===== src/mfa_pkg.sv =====
package mfa_pkg;

  localparam int unsigned LIMB_COUNT = 4;
  localparam int unsigned WORD_W     = 32;
  localparam int unsigned WORD_COUNT = 8;

  typedef enum logic [1:0] {
    OP_ADD = 2'd0,
    OP_SUB = 2'd1,
    OP_NEG = 2'd2,
    OP_MUL = 2'd3
  } op_e;

  typedef enum logic [3:0] {
    S_IDLE,
    S_PB,
    S_ADD,
    S_NEG,
    S_MUL,
    S_MTOP,
    S_MQ,
    S_RED,
    S_RTOP,
    S_FIN,
    S_OUT
  } state_e;

  // field prime, 32-bit words, least significant first
  localparam logic [WORD_W-1:0] PRIME_W [WORD_COUNT] = '{
    32'hd87cfd47, 32'h3c208c16, 32'h6871ca8d, 32'h97816a91,
    32'h8181585d, 32'hb85045b6, 32'he131a029, 32'h30644e72
  };

  // -p^-1 mod 2^32
  localparam logic [WORD_W-1:0] NP0 = 32'he4866389;

endpackage


===== src/mfa_mac.sv =====
module mfa_mac (
  input  logic [mfa_pkg::WORD_W-1:0]   x_i,
  input  logic [mfa_pkg::WORD_W-1:0]   y_i,
  input  logic [mfa_pkg::WORD_W-1:0]   z_i,
  input  logic [mfa_pkg::WORD_W-1:0]   c_i,
  output logic [2*mfa_pkg::WORD_W-1:0] p_o
);

  assign p_o = (2*mfa_pkg::WORD_W)'(x_i) * (2*mfa_pkg::WORD_W)'(y_i)
             + (2*mfa_pkg::WORD_W)'(z_i) + (2*mfa_pkg::WORD_W)'(c_i);

endmodule


===== config.mk =====
export PLATFORM = sky130hd
export DESIGN_NAME = mfa_mac
export DESIGN_NICKNAME = d
export VERILOG_FILES = /design/src/mfa_pkg.sv /design/src/mfa_mac.sv
export SDC_FILE = /design/constraint.sdc
export NUM_CORES = 2
export LEC_CHECK = 0
export BUFFER_PORTS_ARGS = -buffer_cell sky130_fd_sc_hd__buf_2
export CAP_MARGIN = 20
export CORE_ASPECT_RATIO = 0.75
export CORE_MARGIN = 3
export CORE_UTILIZATION = 55
export DETAILED_ROUTE_END_ITERATION = 10
export PLACE_DENSITY = 0.73
export SLEW_MARGIN = 20
export SYNTH_ARGS = -nofsm -noshare
export SYNTH_HDL_FRONTEND = slang
export SYNTH_SLANG_ARGS = --single-unit

===== constraint.sdc =====
create_clock -name vclk -period 15.8
set_input_delay 0.79 -clock vclk [all_inputs]
set_output_delay 0.79 -clock vclk [all_outputs]
set_load 0.01 [all_outputs]

==> results.txt <==
Synthesis handed over a netlist of 3,980 instances. The run finished with clean final reports. Dividing the detail-routed wire length by the instance count gives 20.39 µm. The floorplan step set the die height to 225.1 µm.

OpenSTA, run right after detailed placement, puts the worst setup slack at 6.252 ns. Once routing completed, OpenROAD measured the worst setup slack at 6.101 ns. In this run, post-CTS hold repair placed 0 buffers. The core region is 62,670 µm².

The die covers 67,130 µm². The buffer count from post-CTS setup fixing came out at 0. The share of the clock period used by the worst path came out at 61.38%. The count of nets after finishing came out at 5,337. Each instance of the synthesized netlist takes up on average 8.847 µm². The run gives 0.9334 as the global placer's final weighted congestion. Cell class contributing the biggest share of worst-path delay: adder cells. Total of endpoints with negative setup slack in the final report: 0. Once layout is done, the placed cells without fillers occupy 36,510 µm².

For the number of warnings printed during yosys synthesis, the log shows 0. The first-pass iteration count of the detailed router came out at 5. The floorplan has 79 rows.

The final hold violation count was 0; the post-route setup TNS was 0 ns. Of the cells placed in the final design, the portion with a size suffix greater than 1 is 5.488%. The top cell types in the final layout, fill and taps aside, are inv_1, fa_1, nand2_1. The tools report the number of gates given a new drive strength after cts as 0. Across every metal layer, demand over resource in global routing totals 30.92%. The tools report the synthesized net count as 5,343.

The number of different library cells used by synthesis comes to 54. The worst path in the final design needs a cycle of 9.699 ns, including I/O delays and setup. The worst setup path is launched from a primary input. Ratio of routed vias to standard cells: 5.360. In the finished layout, the clock tree contains a buffer count of 0.

The wire length reported by the detailed router was 98.44 mm. The number of standard cells in the final layout excluding fillers is 4,827, and the width of the die is 298.2 µm. The run gives 103.1 MHz as the fmax.

The detailed-route via count came out at 25,874. Cell at the slowest stage of the critical path: fa_1. The run gives 10 as the initial antenna violation count. The tools report the netlist area before placement as 35,210 µm².

The post-detailed-placement half-perimeter wirelength was 81.45 mm; the instance count after placement with tap cells included was 4,822. During I/O placement, the number of pins put on the boundary was 192. The cell taking the most area after synthesis was fa_1. Once placement finished, the instance area stood at 36,490 µm². The required time at the endpoint of the critical path was 15.01 ns. Once the floorplan was initialized, standard cells occupied 56.19% of the core. Headroom to the max-slew limit came out at 43.68%. The data arrival time of the worst path came out at 8.91 ns. Via count of the first global-routing pass: 28,048. Sequential cells were found to cover 0% of the synthesized design area.

Summed over all layers, the global routing overflow is 0. The first global-routing pass estimated 161.0 mm of wire. The initial detailed-routing violation count is 1,925. Setup repair after global routing left no endpoint under its margin. The transition time of the tightest slew-check pin was 0.8448 ns; the biggest fanout along the worst timing path was 32. The register cell area after layout was 0 µm²; the pin count of the biggest net entering global routing was 33. In this run the worst hold path is classified as primary input to primary output. The number of flip-flops and latches is 0, and the fraction of synthesized cell area taken by the top area cell type is 54.52%. The run gives 0 as the post-route antenna net violation count. The tool flagged a number of max-cap violations equal to 0. The number of buffer and inverter stages on the critical path came out at 9.

The number of design rule violations left after detail routing came out at 0. The startpoint identified for the worst hold timing path is c_i[0]. The critical path is of the primary input to primary output type. Port buffering added 192 buffers. The tools report the number of slew-limit violations in the final report as 0.

STA classifies the critical path endpoint as a primary output. Maximum single-stage delay on the critical path: 0.60 ns. The synthesis-to-finish area growth works out to 3.674%. The most common cell after layout, fill and taps aside is inv_1. By area the synthesized netlist is led by fa_1, inv_1, ha_1. The start point of the critical path was x_i[8].
[cell usage after synthesis (2+ instances only)]
library cell     n
inv_1         1055
fa_1           959
nand2_1        612
and2_1         485
ha_1           276
clkbuf_1       202
a21oi_1         77
nor2_1          49
xnor2_1         39
a21o_1          28
o21ai_0         26
xor2_1          22
o21ai_1         15
o21bai_1        15
nand4_1         14
a31oi_1         10
nand3_1          8
nor3_1           7
and3_1           6
nor2b_1          6
buf_4            5
o31ai_1          5
a221o_1          4
nand2b_1         4
o21a_1           4
a211oi_1         3
a221oi_1         3
a311oi_1         3
and3_2           3
buf_2            3
nor4_1           3
or3_1            3
buf_6            2
nand4b_1         2
o21ai_2          2
or2_2            2
[tightest hold or removal path, cell delays in order]
cell	delay, ns
buf_2	0.08
ha_1	0.11
buf_2	0.12
[layout make-up]
type               instances  area [µm²]
multi-input cells       2713       30420
fillers                 5582       26160
inverters               1055        3960
well taps                850        1064
repair buffers           204        1051
diodes                     5       12.51
[logic make-up (layout without fill, tap and decap cells)]
family                   after synthesis  after routing  share of synthesized area [%]
XOR/XNOR                              61             61                          1.517
AO/OA/AOI/OAI                        210            210                          3.788
buffers and inverters               1267           1259                          13.61
AND/OR/NAND/NOR                     1207           1207                          16.75
adder cells (fa/ha/maj)             1235           1235                          64.33
other                                  0              5                              0
[path summary, 6_finish.rpt]
check	end	cells after the start
hold / removal	p_o[0]	3
setup / recovery	p_o[58]	28
[metal layers]
layer / share of wire [%] / track usage (%) / up-vias
met4: 1.1 / 2.774 / 4
met3: 16 / 14.45 / 84
met2: 39 / 41.88 / 1471
li1: - / - / 11302
met1: 43 / 46.84 / 13013
met5: 0.025 / 0 / -
[through the flow]
| step | hold WS, ns | utilization, % |
|---|---|---|
| floorplan | 1.731 | - |
| global placement | 1.886 | 58.23 |
| finish | 1.894 | 58.25 |
| detailed placement | 1.894 | 58.23 |
| global route | 1.925 | 58.25 |
| CTS | 1.892 | 58.23 |
Power is not shown: default switching activity piles up to over one toggle a cycle in this logic, so the estimate is an artifact.
